`config.mk`:
```
export PLATFORM = sky130hd
export DESIGN_NAME = spi_nor_flash_command_sequencer_unit
export DESIGN_NICKNAME = d
export VERILOG_FILES = /design/src/rtl/core/spinf_pkg.sv /design/src/rtl/core/spinf_cfg.sv /design/src/rtl/core/spinf_seq.sv /design/src/rtl/core/spinf_outq.sv /design/src/rtl/core/spi_nor_flash_command_sequencer_unit.sv
export SDC_FILE = /design/constraint.sdc
export NUM_CORES = 1
export LEC_CHECK = 0
export BUFFER_PORTS_ARGS = -buffer_cell sky130_fd_sc_hd__buf_2
export CAP_MARGIN = 20
export CORE_UTILIZATION = 38
export CTS_CLUSTER_DIAMETER = 40
export DETAILED_ROUTE_END_ITERATION = 7
export GPL_TIMING_DRIVEN = 1
export PLACE_DENSITY = 0.56
export SYNTH_ARGS = -nofsm -noshare
export SYNTH_HDL_FRONTEND = slang
export SYNTH_SLANG_ARGS = --single-unit
```
`constraint.sdc`:
```
create_clock -name i_clk -period 4.95 [get_ports i_clk]
set_clock_uncertainty 0.2 [all_clocks]
set_input_delay 0.7425 -clock i_clk [delete_from_list [all_inputs] [get_ports i_clk]]
set_output_delay 0.7425 -clock i_clk [all_outputs]
set_load 0.03 [all_outputs]
```
`src/rtl/core/spinf_pkg.sv`:
```
// Shared types, codes and constants of the SPI NOR flash command sequencer.
package spinf_pkg;

    // Default geometry of the flash part.
    localparam int PAGE_BYTES_DEF   = 256;
    localparam int SECTOR_BYTES_DEF = 4096;

    // Result slots per frame, enough for the most results that one item can cause.
    localparam int MAX_RESULTS = 10;
    localparam int CNT_W       = $clog2(MAX_RESULTS + 1);

    // Item function codes.
    localparam logic [2:0] F_READ  = 3'd0;
    localparam logic [2:0] F_ERASE = 3'd1;
    localparam logic [2:0] F_WRITE = 3'd2;
    localparam logic [2:0] F_PROG  = 3'd3;
    localparam logic [2:0] F_ID    = 3'd4;
    localparam logic [2:0] F_DATA  = 3'd5;
    localparam logic [2:0] F_RX    = 3'd6;
    localparam logic [2:0] F_TICK  = 3'd7;

    // Result kinds.
    localparam logic [2:0] K_SEL_ON  = 3'd0;
    localparam logic [2:0] K_SEL_OFF = 3'd1;
    localparam logic [2:0] K_FLASH   = 3'd2;
    localparam logic [2:0] K_HOST    = 3'd3;
    localparam logic [2:0] K_OK      = 3'd4;
    localparam logic [2:0] K_FAIL    = 3'd5;

    // Flash opcodes and the clocking byte.
    localparam logic [7:0] CMD_WREN  = 8'h06;
    localparam logic [7:0] CMD_RDSR  = 8'h05;
    localparam logic [7:0] CMD_PP    = 8'h02;
    localparam logic [7:0] CMD_READ  = 8'h03;
    localparam logic [7:0] CMD_SE    = 8'h20;
    localparam logic [7:0] CMD_RDID  = 8'h9F;
    localparam logic [7:0] DUMMY     = 8'hFF;

    // Configuration register indexes.
    localparam logic [1:0] CFG_PROG_TO  = 2'd0;
    localparam logic [1:0] CFG_ERASE_TO = 2'd1;
    localparam logic [1:0] CFG_EXP_ID   = 2'd2;

    // Configuration reset values.
    localparam logic [15:0] PROG_TO_RST  = 16'd100;
    localparam logic [15:0] ERASE_TO_RST = 16'd400;
    localparam logic [23:0] EXP_ID_RST   = 24'hEF4013;

    typedef struct packed {
        logic [15:0] prog_timeout_ms;
        logic [15:0] erase_timeout_ms;
        logic [23:0] expected_id;
    } t_cfg;

    typedef struct packed {
        logic [2:0]  func;
        logic [23:0] addr;
        logic [23:0] length;
        logic [7:0]  data_byte;
        logic        link_error;
    } t_item;

    typedef struct packed {
        logic [2:0] kind;
        logic [7:0] value;
    } t_result;

    typedef struct packed {
        logic [CNT_W-1:0]                count;
        t_result [MAX_RESULTS-1:0]       ent;
    } t_frame;

    function automatic t_result f_res(input logic [2:0] kind, input logic [7:0] value);
        t_result r;
        r.kind  = kind;
        r.value = value;
        return r;
    endfunction

endpackage

```
`src/rtl/core/spinf_cfg.sv`:
```
// Configuration registers: timeouts and the expected JEDEC identifier.
module spinf_cfg (
    input  logic             i_clk,
    input  logic             i_rst_n,
    input  logic             i_cfg_we,
    input  logic [1:0]       i_cfg_index,
    input  logic [23:0]      i_cfg_data,
    output spinf_pkg::t_cfg  o_cfg
);
    import spinf_pkg::*;

    t_cfg r_cfg;

    always_ff @(posedge i_clk) begin
        if (!i_rst_n) begin
            r_cfg.prog_timeout_ms  <= PROG_TO_RST;
            r_cfg.erase_timeout_ms <= ERASE_TO_RST;
            r_cfg.expected_id      <= EXP_ID_RST;
        end else if (i_cfg_we) begin
            unique case (i_cfg_index)
                CFG_PROG_TO:  r_cfg.prog_timeout_ms  <= i_cfg_data[15:0];
                CFG_ERASE_TO: r_cfg.erase_timeout_ms <= i_cfg_data[15:0];
                CFG_EXP_ID:   r_cfg.expected_id      <= i_cfg_data;
                default: begin
                end
            endcase
        end
    end

    assign o_cfg = r_cfg;

endmodule

```
`src/rtl/core/spinf_seq.sv`:
```
// Sequencer state and the one-step logic that turns an item into a result frame.
module spinf_seq #(
    parameter int PAGE_BYTES   = spinf_pkg::PAGE_BYTES_DEF,
    parameter int SECTOR_BYTES = spinf_pkg::SECTOR_BYTES_DEF
) (
    input  logic              i_clk,
    input  logic              i_rst_n,
    input  logic              i_fire,
    input  spinf_pkg::t_item  i_item,
    input  spinf_pkg::t_cfg   i_cfg,
    output spinf_pkg::t_frame o_frame
);
    import spinf_pkg::*;

    localparam int CW = $clog2(PAGE_BYTES + 1);
    localparam logic [23:0] PAGE_MASK = 24'(PAGE_BYTES - 1);
    localparam logic [23:0] SEC_MASK  = 24'(SECTOR_BYTES - 1);

    typedef enum logic [5:0] {
        PH_IDLE      = 6'b000001,
        PH_READ_RX   = 6'b000010,
        PH_PROG_DATA = 6'b000100,
        PH_POLL_WAIT = 6'b001000,
        PH_POLL_RX   = 6'b010000,
        PH_ID_RX     = 6'b100000
    } t_phase;

    t_phase      r_phase, n_phase;
    logic [2:0]  r_op, n_op;
    logic [23:0] r_cur, n_cur;
    logic [23:0] r_left, n_left;
    logic [CW-1:0] r_chunk, n_chunk;
    logic [15:0] r_elapsed, n_elapsed;
    logic [23:0] r_id, n_id;
    logic [1:0]  r_reply, n_reply;

    t_frame      n_frame;

    // Page start shared by a new write or program and the next page of a write.
    logic [23:0]   pg_addr, pg_len;
    logic [CW-1:0] pg_room, pg_chunk;
    t_result [7:0] pg_head;

    logic [23:0] left_dec, sec_addr, id_next;
    logic [1:0]  reply_inc;
    logic [CW-1:0] chunk_dec;
    logic [15:0] limit;
    logic        prog_bad;

    function automatic t_result [7:0] f_page_head(input logic [23:0] a);
        t_result [7:0] h;
        h[0] = f_res(K_SEL_ON, 8'h00);
        h[1] = f_res(K_FLASH, CMD_WREN);
        h[2] = f_res(K_SEL_OFF, 8'h00);
        h[3] = f_res(K_SEL_ON, 8'h00);
        h[4] = f_res(K_FLASH, CMD_PP);
        h[5] = f_res(K_FLASH, a[23:16]);
        h[6] = f_res(K_FLASH, a[15:8]);
        h[7] = f_res(K_FLASH, a[7:0]);
        return h;
    endfunction

    always_comb begin
        pg_addr  = (r_phase == PH_IDLE) ? i_item.addr   : r_cur;
        pg_len   = (r_phase == PH_IDLE) ? i_item.length : r_left;
        pg_room  = CW'(PAGE_BYTES) - CW'(pg_addr & PAGE_MASK);
        pg_chunk = (pg_len < 24'(pg_room)) ? pg_len[CW-1:0] : pg_room;
        pg_head  = f_page_head(pg_addr);

        left_dec  = r_left - 24'd1;
        chunk_dec = r_chunk - CW'(1);
        sec_addr  = i_item.addr & ~SEC_MASK;
        id_next   = {r_id[15:0], i_item.data_byte};
        reply_inc = r_reply + 2'd1;
        limit     = (r_op == F_ERASE) ? i_cfg.erase_timeout_ms : i_cfg.prog_timeout_ms;
        prog_bad  = (i_item.length == 24'd0) || (i_item.length > 24'(PAGE_BYTES)) ||
                    (({1'b0, i_item.addr & PAGE_MASK} + {1'b0, i_item.length})
                        > 25'(PAGE_BYTES));
    end

    always_comb begin
        n_phase   = r_phase;
        n_op      = r_op;
        n_cur     = r_cur;
        n_left    = r_left;
        n_chunk   = r_chunk;
        n_elapsed = r_elapsed;
        n_id      = r_id;
        n_reply   = r_reply;
        n_frame   = '0;

        unique case (i_item.func) inside
            F_READ, F_ERASE, F_WRITE, F_PROG, F_ID: begin
                // Requests are taken only when no operation is running.
                if (r_phase == PH_IDLE) begin
                    n_op = i_item.func;
                    unique case (i_item.func) inside
                        F_READ: begin
                            if (i_item.length == 24'd0) begin
                                n_frame.ent[0] = f_res(K_OK, 8'h00);
                                n_frame.count  = CNT_W'(1);
                            end else begin
                                n_cur  = i_item.addr;
                                n_left = i_item.length;
                                n_frame.ent[0] = f_res(K_SEL_ON, 8'h00);
                                n_frame.ent[1] = f_res(K_FLASH, CMD_READ);
                                n_frame.ent[2] = f_res(K_FLASH, i_item.addr[23:16]);
                                n_frame.ent[3] = f_res(K_FLASH, i_item.addr[15:8]);
                                n_frame.ent[4] = f_res(K_FLASH, i_item.addr[7:0]);
                                n_frame.ent[5] = f_res(K_FLASH, DUMMY);
                                n_frame.count  = CNT_W'(6);
                                n_phase = PH_READ_RX;
                            end
                        end
                        F_ERASE: begin
                            n_cur = sec_addr;
                            n_frame.ent[0] = f_res(K_SEL_ON, 8'h00);
                            n_frame.ent[1] = f_res(K_FLASH, CMD_WREN);
                            n_frame.ent[2] = f_res(K_SEL_OFF, 8'h00);
                            n_frame.ent[3] = f_res(K_SEL_ON, 8'h00);
                            n_frame.ent[4] = f_res(K_FLASH, CMD_SE);
                            n_frame.ent[5] = f_res(K_FLASH, sec_addr[23:16]);
                            n_frame.ent[6] = f_res(K_FLASH, sec_addr[15:8]);
                            n_frame.ent[7] = f_res(K_FLASH, sec_addr[7:0]);
                            n_frame.ent[8] = f_res(K_SEL_OFF, 8'h00);
                            n_frame.count  = CNT_W'(9);
                            n_elapsed = 16'd0;
                            n_phase   = PH_POLL_WAIT;
                        end
                        F_WRITE, F_PROG: begin
                            if ((i_item.func == F_WRITE) && (i_item.length == 24'd0)) begin
                                n_frame.ent[0] = f_res(K_OK, 8'h00);
                                n_frame.count  = CNT_W'(1);
                            end else if ((i_item.func == F_PROG) && prog_bad) begin
                                n_frame.ent[0] = f_res(K_FAIL, 8'h00);
                                n_frame.count  = CNT_W'(1);
                            end else begin
                                n_cur   = i_item.addr;
                                n_left  = i_item.length;
                                n_chunk = pg_chunk;
                                for (int i = 0; i < 8; i++) begin
                                    n_frame.ent[i] = pg_head[i];
                                end
                                n_frame.count = CNT_W'(8);
                                n_phase = PH_PROG_DATA;
                            end
                        end
                        default: begin
                            n_id    = 24'd0;
                            n_reply = 2'd0;
                            n_frame.ent[0] = f_res(K_SEL_ON, 8'h00);
                            n_frame.ent[1] = f_res(K_FLASH, CMD_RDID);
                            n_frame.ent[2] = f_res(K_FLASH, DUMMY);
                            n_frame.count  = CNT_W'(3);
                            n_phase = PH_ID_RX;
                        end
                    endcase
                end
            end
            F_DATA: begin
                if (r_phase == PH_PROG_DATA) begin
                    n_frame.ent[0] = f_res(K_FLASH, i_item.data_byte);
                    n_cur   = r_cur + 24'd1;
                    n_left  = left_dec;
                    n_chunk = chunk_dec;
                    if (chunk_dec == '0) begin
                        n_frame.ent[1] = f_res(K_SEL_OFF, 8'h00);
                        n_frame.count  = CNT_W'(2);
                        n_elapsed = 16'd0;
                        n_phase   = PH_POLL_WAIT;
                    end else begin
                        n_frame.count = CNT_W'(1);
                    end
                end
            end
            F_RX: begin
                if ((r_phase == PH_READ_RX) || (r_phase == PH_POLL_RX) ||
                    (r_phase == PH_ID_RX)) begin
                    if (i_item.link_error) begin
                        n_frame.ent[0] = f_res(K_SEL_OFF, 8'h00);
                        n_frame.ent[1] = f_res(K_FAIL, 8'h00);
                        n_frame.count  = CNT_W'(2);
                        n_phase = PH_IDLE;
                    end else if (r_phase == PH_READ_RX) begin
                        n_frame.ent[0] = f_res(K_HOST, i_item.data_byte);
                        n_left = left_dec;
                        n_cur  = r_cur + 24'd1;
                        if (left_dec != 24'd0) begin
                            n_frame.ent[1] = f_res(K_FLASH, DUMMY);
                            n_frame.count  = CNT_W'(2);
                        end else begin
                            n_frame.ent[1] = f_res(K_SEL_OFF, 8'h00);
                            n_frame.ent[2] = f_res(K_OK, 8'h00);
                            n_frame.count  = CNT_W'(3);
                            n_phase = PH_IDLE;
                        end
                    end else if (r_phase == PH_ID_RX) begin
                        n_id    = id_next;
                        n_reply = reply_inc;
                        if (reply_inc != 2'd3) begin
                            n_frame.ent[0] = f_res(K_FLASH, DUMMY);
                            n_frame.count  = CNT_W'(1);
                        end else begin
                            n_reply = 2'd0;
                            n_frame.ent[0] = f_res(K_SEL_OFF, 8'h00);
                            n_frame.ent[1] = f_res((id_next == i_cfg.expected_id) ?
                                                   K_OK : K_FAIL, 8'h00);
                            n_frame.count  = CNT_W'(2);
                            n_phase = PH_IDLE;
                        end
                    end else begin
                        // Status byte closes the poll frame.
                        n_frame.ent[0] = f_res(K_SEL_OFF, 8'h00);
                        if (i_item.data_byte[0]) begin
                            n_frame.count = CNT_W'(1);
                            n_phase = PH_POLL_WAIT;
                        end else if ((r_op == F_WRITE) && (r_left != 24'd0)) begin
                            n_chunk = pg_chunk;
                            for (int i = 0; i < 8; i++) begin
                                n_frame.ent[i+1] = pg_head[i];
                            end
                            n_frame.count = CNT_W'(9);
                            n_phase = PH_PROG_DATA;
                        end else begin
                            n_frame.ent[1] = f_res(K_OK, 8'h00);
                            n_frame.count  = CNT_W'(2);
                            n_phase = PH_IDLE;
                        end
                    end
                end
            end
            default: begin
                if (r_phase == PH_POLL_WAIT) begin
                    if (r_elapsed >= limit) begin
                        n_frame.ent[0] = f_res(K_FAIL, 8'h00);
                        n_frame.count  = CNT_W'(1);
                        n_phase = PH_IDLE;
                    end else begin
                        n_elapsed = r_elapsed + 16'd1;
                        n_frame.ent[0] = f_res(K_SEL_ON, 8'h00);
                        n_frame.ent[1] = f_res(K_FLASH, CMD_RDSR);
                        n_frame.ent[2] = f_res(K_FLASH, DUMMY);
                        n_frame.count  = CNT_W'(3);
                        n_phase = PH_POLL_RX;
                    end
                end
            end
        endcase
    end

    always_ff @(posedge i_clk) begin
        if (!i_rst_n) begin
            r_phase   <= PH_IDLE;
            r_op      <= '0;
            r_cur     <= '0;
            r_left    <= '0;
            r_chunk   <= '0;
            r_elapsed <= '0;
            r_id      <= '0;
            r_reply   <= '0;
        end else if (i_fire) begin
            r_phase   <= n_phase;
            r_op      <= n_op;
            r_cur     <= n_cur;
            r_left    <= n_left;
            r_chunk   <= n_chunk;
            r_elapsed <= n_elapsed;
            r_id      <= n_id;
            r_reply   <= n_reply;
        end
    end

    assign o_frame = n_frame;

endmodule

```
`src/rtl/core/spinf_outq.sv`:
```
// Result register: holds one item's result frame and hands it out one result at a time.
module spinf_outq (
    input  logic              i_clk,
    input  logic              i_rst_n,
    input  logic              i_load,
    input  spinf_pkg::t_frame i_frame,
    output logic              o_can_load,
    output logic              o_valid,
    input  logic              i_stall,
    output logic [2:0]        o_kind,
    output logic [7:0]        o_value,
    output logic              o_last
);
    import spinf_pkg::*;

    t_result [MAX_RESULTS-1:0] r_ent;
    logic [CNT_W-1:0]          r_left;
    logic                      take;

    assign take       = (r_left != '0) && !i_stall;
    assign o_can_load = (r_left == '0) || ((r_left == CNT_W'(1)) && take);

    always_ff @(posedge i_clk) begin
        if (!i_rst_n) begin
            r_left <= '0;
        end else if (i_load) begin
            r_left <= i_frame.count;
        end else if (take) begin
            r_left <= r_left - CNT_W'(1);
        end
    end

    // Payload shifts toward slot zero as results leave.
    always_ff @(posedge i_clk) begin
        if (i_load) begin
            r_ent <= i_frame.ent;
        end else if (take) begin
            for (int i = 0; i < MAX_RESULTS - 1; i++) begin
                r_ent[i] <= r_ent[i+1];
            end
            r_ent[MAX_RESULTS-1] <= '0;
        end
    end

    assign o_valid = (r_left != '0);
    assign o_kind  = r_ent[0].kind;
    assign o_value = r_ent[0].value;
    assign o_last  = (r_left == CNT_W'(1));

endmodule

```
`src/rtl/core/spi_nor_flash_command_sequencer_unit.sv`:
```
// Top level of the SPI NOR flash command sequencer.
// Each input item is one event: a host request (read, sector erase, write, page program,
// ID check), a host data byte, a byte received from the flash, or a millisecond tick.
// The block answers with a short ordered list of results: chip-select edges, bytes to
// shift out to the flash, bytes for the host, and an ok or fail verdict that always
// comes last for a request. An accepted item waits in the input register while the
// sequencer builds the whole result list combinationally; once the result register is
// free, the list is loaded there and the sequencer state steps at the same edge. The result
// register sends one result per cycle while the receiver does not stall; an item causes
// at most nine results. A new item is accepted in every cycle while each item causes at
// most one result and the receiver does not stall; items that cause none pass at one per
// cycle while the result register is free. Requests that arrive while an operation runs,
// data bytes outside a program frame, unexpected received bytes and ticks outside polling
// are dropped without results. Configuration registers (index 0: program timeout in ms,
// 1: erase timeout in ms, 2: expected JEDEC id) must be written only while idle; the
// block itself does not enforce this. Page and sector sizes must be powers of two.
module spi_nor_flash_command_sequencer_unit #(
    parameter int PAGE_BYTES   = spinf_pkg::PAGE_BYTES_DEF,
    parameter int SECTOR_BYTES = spinf_pkg::SECTOR_BYTES_DEF
) (
    input  logic        i_clk,
    input  logic        i_rst_n,
    // Configuration write port.
    input  logic        i_cfg_we,
    input  logic [1:0]  i_cfg_index,
    input  logic [23:0] i_cfg_data,
    // Input item channel.
    input  logic        i_valid,
    output logic        o_stall,
    input  logic [2:0]  i_func,
    input  logic [23:0] i_addr,
    input  logic [23:0] i_length,
    input  logic [7:0]  i_data_byte,
    input  logic        i_link_error,
    // Result item channel.
    output logic        o_valid,
    input  logic        i_stall,
    output logic [2:0]  o_kind,
    output logic [7:0]  o_value,
    output logic        o_last
);
    import spinf_pkg::*;

    t_cfg   cfg;
    t_frame frame;
    t_item  r_item;
    logic   r_in_valid;
    logic   can_load;
    logic   fire;

    // The input register hands its item to the sequencer once the result register
    // can take the new frame; the source is stalled while a held item cannot go yet.
    assign fire    = r_in_valid && can_load;
    assign o_stall = r_in_valid && !can_load;

    always_ff @(posedge i_clk) begin
        if (!i_rst_n) begin
            r_in_valid <= 1'b0;
        end else if (i_valid && !o_stall) begin
            r_in_valid <= 1'b1;
        end else if (fire) begin
            r_in_valid <= 1'b0;
        end
    end

    always_ff @(posedge i_clk) begin
        if (i_valid && !o_stall) begin
            r_item.func       <= i_func;
            r_item.addr       <= i_addr;
            r_item.length     <= i_length;
            r_item.data_byte  <= i_data_byte;
            r_item.link_error <= i_link_error;
        end
    end

    spinf_cfg u_cfg (
        .i_clk       (i_clk),
        .i_rst_n     (i_rst_n),
        .i_cfg_we    (i_cfg_we),
        .i_cfg_index (i_cfg_index),
        .i_cfg_data  (i_cfg_data),
        .o_cfg       (cfg)
    );

    spinf_seq #(
        .PAGE_BYTES   (PAGE_BYTES),
        .SECTOR_BYTES (SECTOR_BYTES)
    ) u_seq (
        .i_clk   (i_clk),
        .i_rst_n (i_rst_n),
        .i_fire  (fire),
        .i_item  (r_item),
        .i_cfg   (cfg),
        .o_frame (frame)
    );

    spinf_outq u_outq (
        .i_clk      (i_clk),
        .i_rst_n    (i_rst_n),
        .i_load     (fire),
        .i_frame    (frame),
        .o_can_load (can_load),
        .o_valid    (o_valid),
        .i_stall    (i_stall),
        .o_kind     (o_kind),
        .o_value    (o_value),
        .o_last     (o_last)
    );

endmodule

```
==> impl_summary.md <==
Clock network
The total CTS buffers is 59. The tree is rooted in a sky130_fd_sc_hd__clkbuf_16. After clock tree synthesis, the clock-pin slew on the worst setup and hold paths is 50 ps. The maximum clock path buffer count is 3. The quantity of hold-fixing buffers added after cts is 0.

The deepest level of the CTS H-tree is 2. The clock latency of the later-clocked register in the worst-skew pair is 610 ps. The clock tree from TritonCTS is done. The CTS sink count is 314.

Setup path
The data required time of the worst path is 5240 ps. STA puts the critical path data arrival time at 4950 ps. The kind of start point of the critical path is a flip-flop.

The launching point of the worst reg2reg path is u_seq.r_phase[5]. The worst setup path startpoint is u_seq.r_phase[5]. The setup path with the least slack is of type flip-flop to flip-flop. In this run the worst path has a maximum fanout of 24. The endpoint type of the worst setup path is a flip-flop.

Final layout
At the end of the flow, the number of nets in the layout was 2080. The relative area change from synthesis to final layout is 18.3%. The final cell count without fillers is 2582. The fill cell total of the finished layout is 4127. The post-route cell area is 19800 um2.

Cells fill 45.8% of the core in the end. In the layout the commonest cells are sky130_fd_sc_hd__nand2_1, sky130_fd_sc_hd__a21oi_1, sky130_fd_sc_hd__dfxtp_1. Of the cells placed in the final design, the portion with a size suffix greater than 1 is 14.6%. The number of antenna diodes is 0. The most frequent standard cell in the layout excluding fill and tap cells is sky130_fd_sc_hd__nand2_1.

Power
For this design the static power due to leakage is 7.46 nW. The total power of the final layout is 11.2 mW. The total power density per cell area is 564 nW/um2.

The largest vdd supply drop is 0.000307 V.

Route
The detailed router finished its first iteration with 1215 violations. In the final routed layout, each cell accounts on average for 19.9 um. Dividing the detail-routed via count by the number of cells gives 5.66. Summing over every cut layer, the via total after detailed routing is 14600.

The number of detailed-route iterations in the first pass is 5. The final wirelength is 51.3 mm. Once detail routing completed, the nets flagged for antenna violations numbered 0. In the routed design, unresolved DRC markers number 0.

Synth
Of the post-synthesis cell area, the part taken by muxes is 2.47%. The cell type with the largest total area after synthesis is sky130_fd_sc_hd__edfxtp_1. The synthesized netlist occupies a cell area of 16700 um2. In the synthesized netlist the dominant register cell turns out to be sky130_fd_sc_hd__dfxtp_1. In this run, synthesis inferred 153 flip-flops with an integrated enable. The post-synthesis cell count is 1882. The synthesized netlist devotes 21.3% of its cell area to simple gates. The netlist uses 81 different library cells. After synthesis, the share of flip-flops with an asynchronous set or reset is 0%. After synthesis, the mean cell area works out to 8.89 um2.

The area share of fa/ha/maj cells after synthesis is 3.26%. The synthesized netlist devotes 19.1% of its cell area to compound gates. After synthesis, the largest family of logic cells by area is simple AND/OR/NAND/NOR gates.

After synthesis, the cell types taking the most area are sky130_fd_sc_hd__edfxtp_1, sky130_fd_sc_hd__dfxtp_1, sky130_fd_sc_hd__nand2_1. For this run, the register share of the synthesized area comes to 46.7%. The Yosys warning count is 0. The area share of the largest cell type after synthesis is 27.5%.

The net count of the mapped netlist is 2016. The xor and xnor area share after synthesis is 2.88%. The flip-flop and latch count after synthesis is 314.

Timing
The minimum setup slack in the final design is 291 ps. The final-report max-slew violation count came to 0. The minimum period implied by the final worst setup slack is 4660 ps. The highest clock rate is 215 MHz. The remaining max-slew budget at the tightest pin is 31.4%. The number of failing setup endpoints in the final timing report is 0. At the pin with the least slew margin, the transition time is 1030 ps. The count of endpoints failing hold in the final timing report is 0.

The fraction of the cycle the final worst path needs is 94.1%.

Hold path
The worst hold path begins at i_addr[17]. The classification of the worst-slack hold path is input pin to flip-flop.

Die
The total die area is 44900 um2. The top-level port count is 105. The core region area is 43300 um2. The row count is 76.

The starting density of the core is 38.7%. In this run the vertical extent of the chip is 212 um. The overall die width is 212 um.

Placement
In this run the cell area measured after placement is 17700 um2. The post-detailed-placement half-perimeter wirelength is 35.5 mm. Once placement completed, the tool counted placed cells totaling 2469. Timing analysis after detailed placement gives a worst setup slack of 239 ps. At the end of routability-driven placement, the weighted congestion stood at 0.888. The quantity of I/O buffers inserted on ports is 104.

Global route
The first-pass GRT wire length is 79.8 mm. The number of antenna violations at the first check in global routing is 0. Entering global routing, the biggest net connects 81 pins.

The global-route usage over all layers is 22.9%. The total global routing overflow is 0. The via count of the first global-routing pass is 14100.

Run status
The flow ran to the end, and the final reports show no timing, DRC or antenna violations.

Job
Max-cap violations in this run came to 0.
state kept, by name, indices dropped and copies added, names as in the netlist, 3 cells and up:
signal,flops
u_outq.r_ent,82
u_outq.o_value,8
u_seq.r_phase,6
u_seq.r_id,16
r_item,60
u_seq.r_op,3
u_outq.o_kind,3
u_seq.r_cur,24
u_seq.r_left,24
u_seq.r_chunk,9
u_seq.r_elapsed,16
u_outq.r_left,4
u_cfg.o_cfg,56
cell usage after synthesis, types with 7 or more instances:
| master | instances |
|---|---|
| sky130_fd_sc_hd__nand2_1 | 330 |
| sky130_fd_sc_hd__a21oi_1 | 180 |
| sky130_fd_sc_hd__dfxtp_1 | 161 |
| sky130_fd_sc_hd__edfxtp_1 | 153 |
| sky130_fd_sc_hd__nor2_1 | 142 |
| sky130_fd_sc_hd__clkbuf_1 | 102 |
| sky130_fd_sc_hd__o21ai_0 | 80 |
| sky130_fd_sc_hd__nand3_1 | 70 |
| sky130_fd_sc_hd__nor3_1 | 55 |
| sky130_fd_sc_hd__ha_1 | 42 |
| sky130_fd_sc_hd__mux2i_1 | 39 |
| sky130_fd_sc_hd__xnor2_1 | 32 |
| sky130_fd_sc_hd__nor4_1 | 28 |
| sky130_fd_sc_hd__inv_1 | 26 |
| sky130_fd_sc_hd__o31ai_1 | 25 |
| sky130_fd_sc_hd__xor2_1 | 23 |
| sky130_fd_sc_hd__nand4_1 | 22 |
| sky130_fd_sc_hd__o211ai_1 | 21 |
| sky130_fd_sc_hd__a21o_1 | 20 |
| sky130_fd_sc_hd__o32ai_1 | 19 |
| sky130_fd_sc_hd__and3_1 | 15 |
| sky130_fd_sc_hd__or3_1 | 15 |
| sky130_fd_sc_hd__a211oi_1 | 14 |
| sky130_fd_sc_hd__buf_2 | 14 |
| sky130_fd_sc_hd__and2_1 | 13 |
| sky130_fd_sc_hd__buf_1 | 13 |
| sky130_fd_sc_hd__nor3b_1 | 13 |
| sky130_fd_sc_hd__a31oi_1 | 12 |
| sky130_fd_sc_hd__a2111oi_0 | 11 |
| sky130_fd_sc_hd__a22o_1 | 11 |
| sky130_fd_sc_hd__buf_4 | 11 |
| sky130_fd_sc_hd__nand2b_1 | 11 |
| sky130_fd_sc_hd__nor2b_1 | 10 |
| sky130_fd_sc_hd__o21a_1 | 10 |
| sky130_fd_sc_hd__o22ai_1 | 10 |
| sky130_fd_sc_hd__a31o_2 | 7 |
| sky130_fd_sc_hd__a32o_1 | 7 |
per-layer routing:
metal	vias up	global-route usage [%]	wire length [um]
met5	-	0	0
met4	0	8.85	1550
met3	110	3.80	2760
met2	445	36.3	23500
met1	7017	31.0	23500
li1	7045	-	-
cell families (layout without fill, tap and decap cells):
logic type                 after synthesis  count (layout)
AOI/OAI and AO/OA                      492             492
xor gates and xnor gates                55              55
DFF                                    314             314
buffers and inverters                  170             285
and+or+nand+nor                        767             767
adders and majority gates               43              43
muxes                                   41              41
through the flow:
stage                     TNS (ps)  hold slack [ps]
final                            0              111
after detailed placement         0              246
after global placement           0              242
after CTS                        0             75.7
after global routing         -17.6             84.3
after floorplan                  0              233
power by group:
group / internal (mW) / leakage [nW] / total, mW / switching (mW)
Clock: 2.62 / 0.974 / 4.07 / 1.44
Sequential: 3.56 / 2.79 / 3.91 / 0.350
Combinational: 1.13 / 3.70 / 3.19 / 2.06
layout make-up:
class / count / area [um2] / share of cell area (%)
Clock inverter: 44 / 475 / 2.40
Sequential cell: 314 / 7820 / 39.5
Tap cell: 585 / 732 / 3.70
Inverter: 27 / 103 / 0.518
Multi-Input combinational cell: 1398 / 8260 / 41.7
Timing Repair Buffer: 146 / 865 / 4.37
Clock buffer: 68 / 1550 / 7.83
worst max-delay path, stage by stage (launching register included):
cell and delay, ps:
sky130_fd_sc_hd__dfxtp_1 530, sky130_fd_sc_hd__nor4_4 100, sky130_fd_sc_hd__nand2_1 170, sky130_fd_sc_hd__buf_6 240
sky130_fd_sc_hd__nor2_1 60, sky130_fd_sc_hd__a21oi_1 170, sky130_fd_sc_hd__ha_1 270, sky130_fd_sc_hd__nor3b_1 260
sky130_fd_sc_hd__xor2_1 180, sky130_fd_sc_hd__nand2_1 70, sky130_fd_sc_hd__o21ai_0 130, sky130_fd_sc_hd__ha_1 310
sky130_fd_sc_hd__a21o_1 180, sky130_fd_sc_hd__a221oi_1 380, sky130_fd_sc_hd__o21ai_0 160, sky130_fd_sc_hd__a32oi_1 220
sky130_fd_sc_hd__buf_4 220, sky130_fd_sc_hd__nor3_1 60, sky130_fd_sc_hd__a31o_2 230, sky130_fd_sc_hd__a31o_2 210
sky130_fd_sc_hd__a32o_1 190
final timing paths:
kind	slack, ps	to	cells past startpoint
max	290	u_seq.r_chunk[4]	20
min	110	r_item[50]	1
max reg2reg	290	u_seq.r_chunk[4]	20
min reg2reg	250	u_cfg.o_cfg[53]	2
timing repair:
item / CTS / global route
gates resized for setup: 0 / 5
buffers inserted: 0 / 0
setup endpoints to repair: 0 / 4
Note: power is estimated with default switching activity, not from simulation.
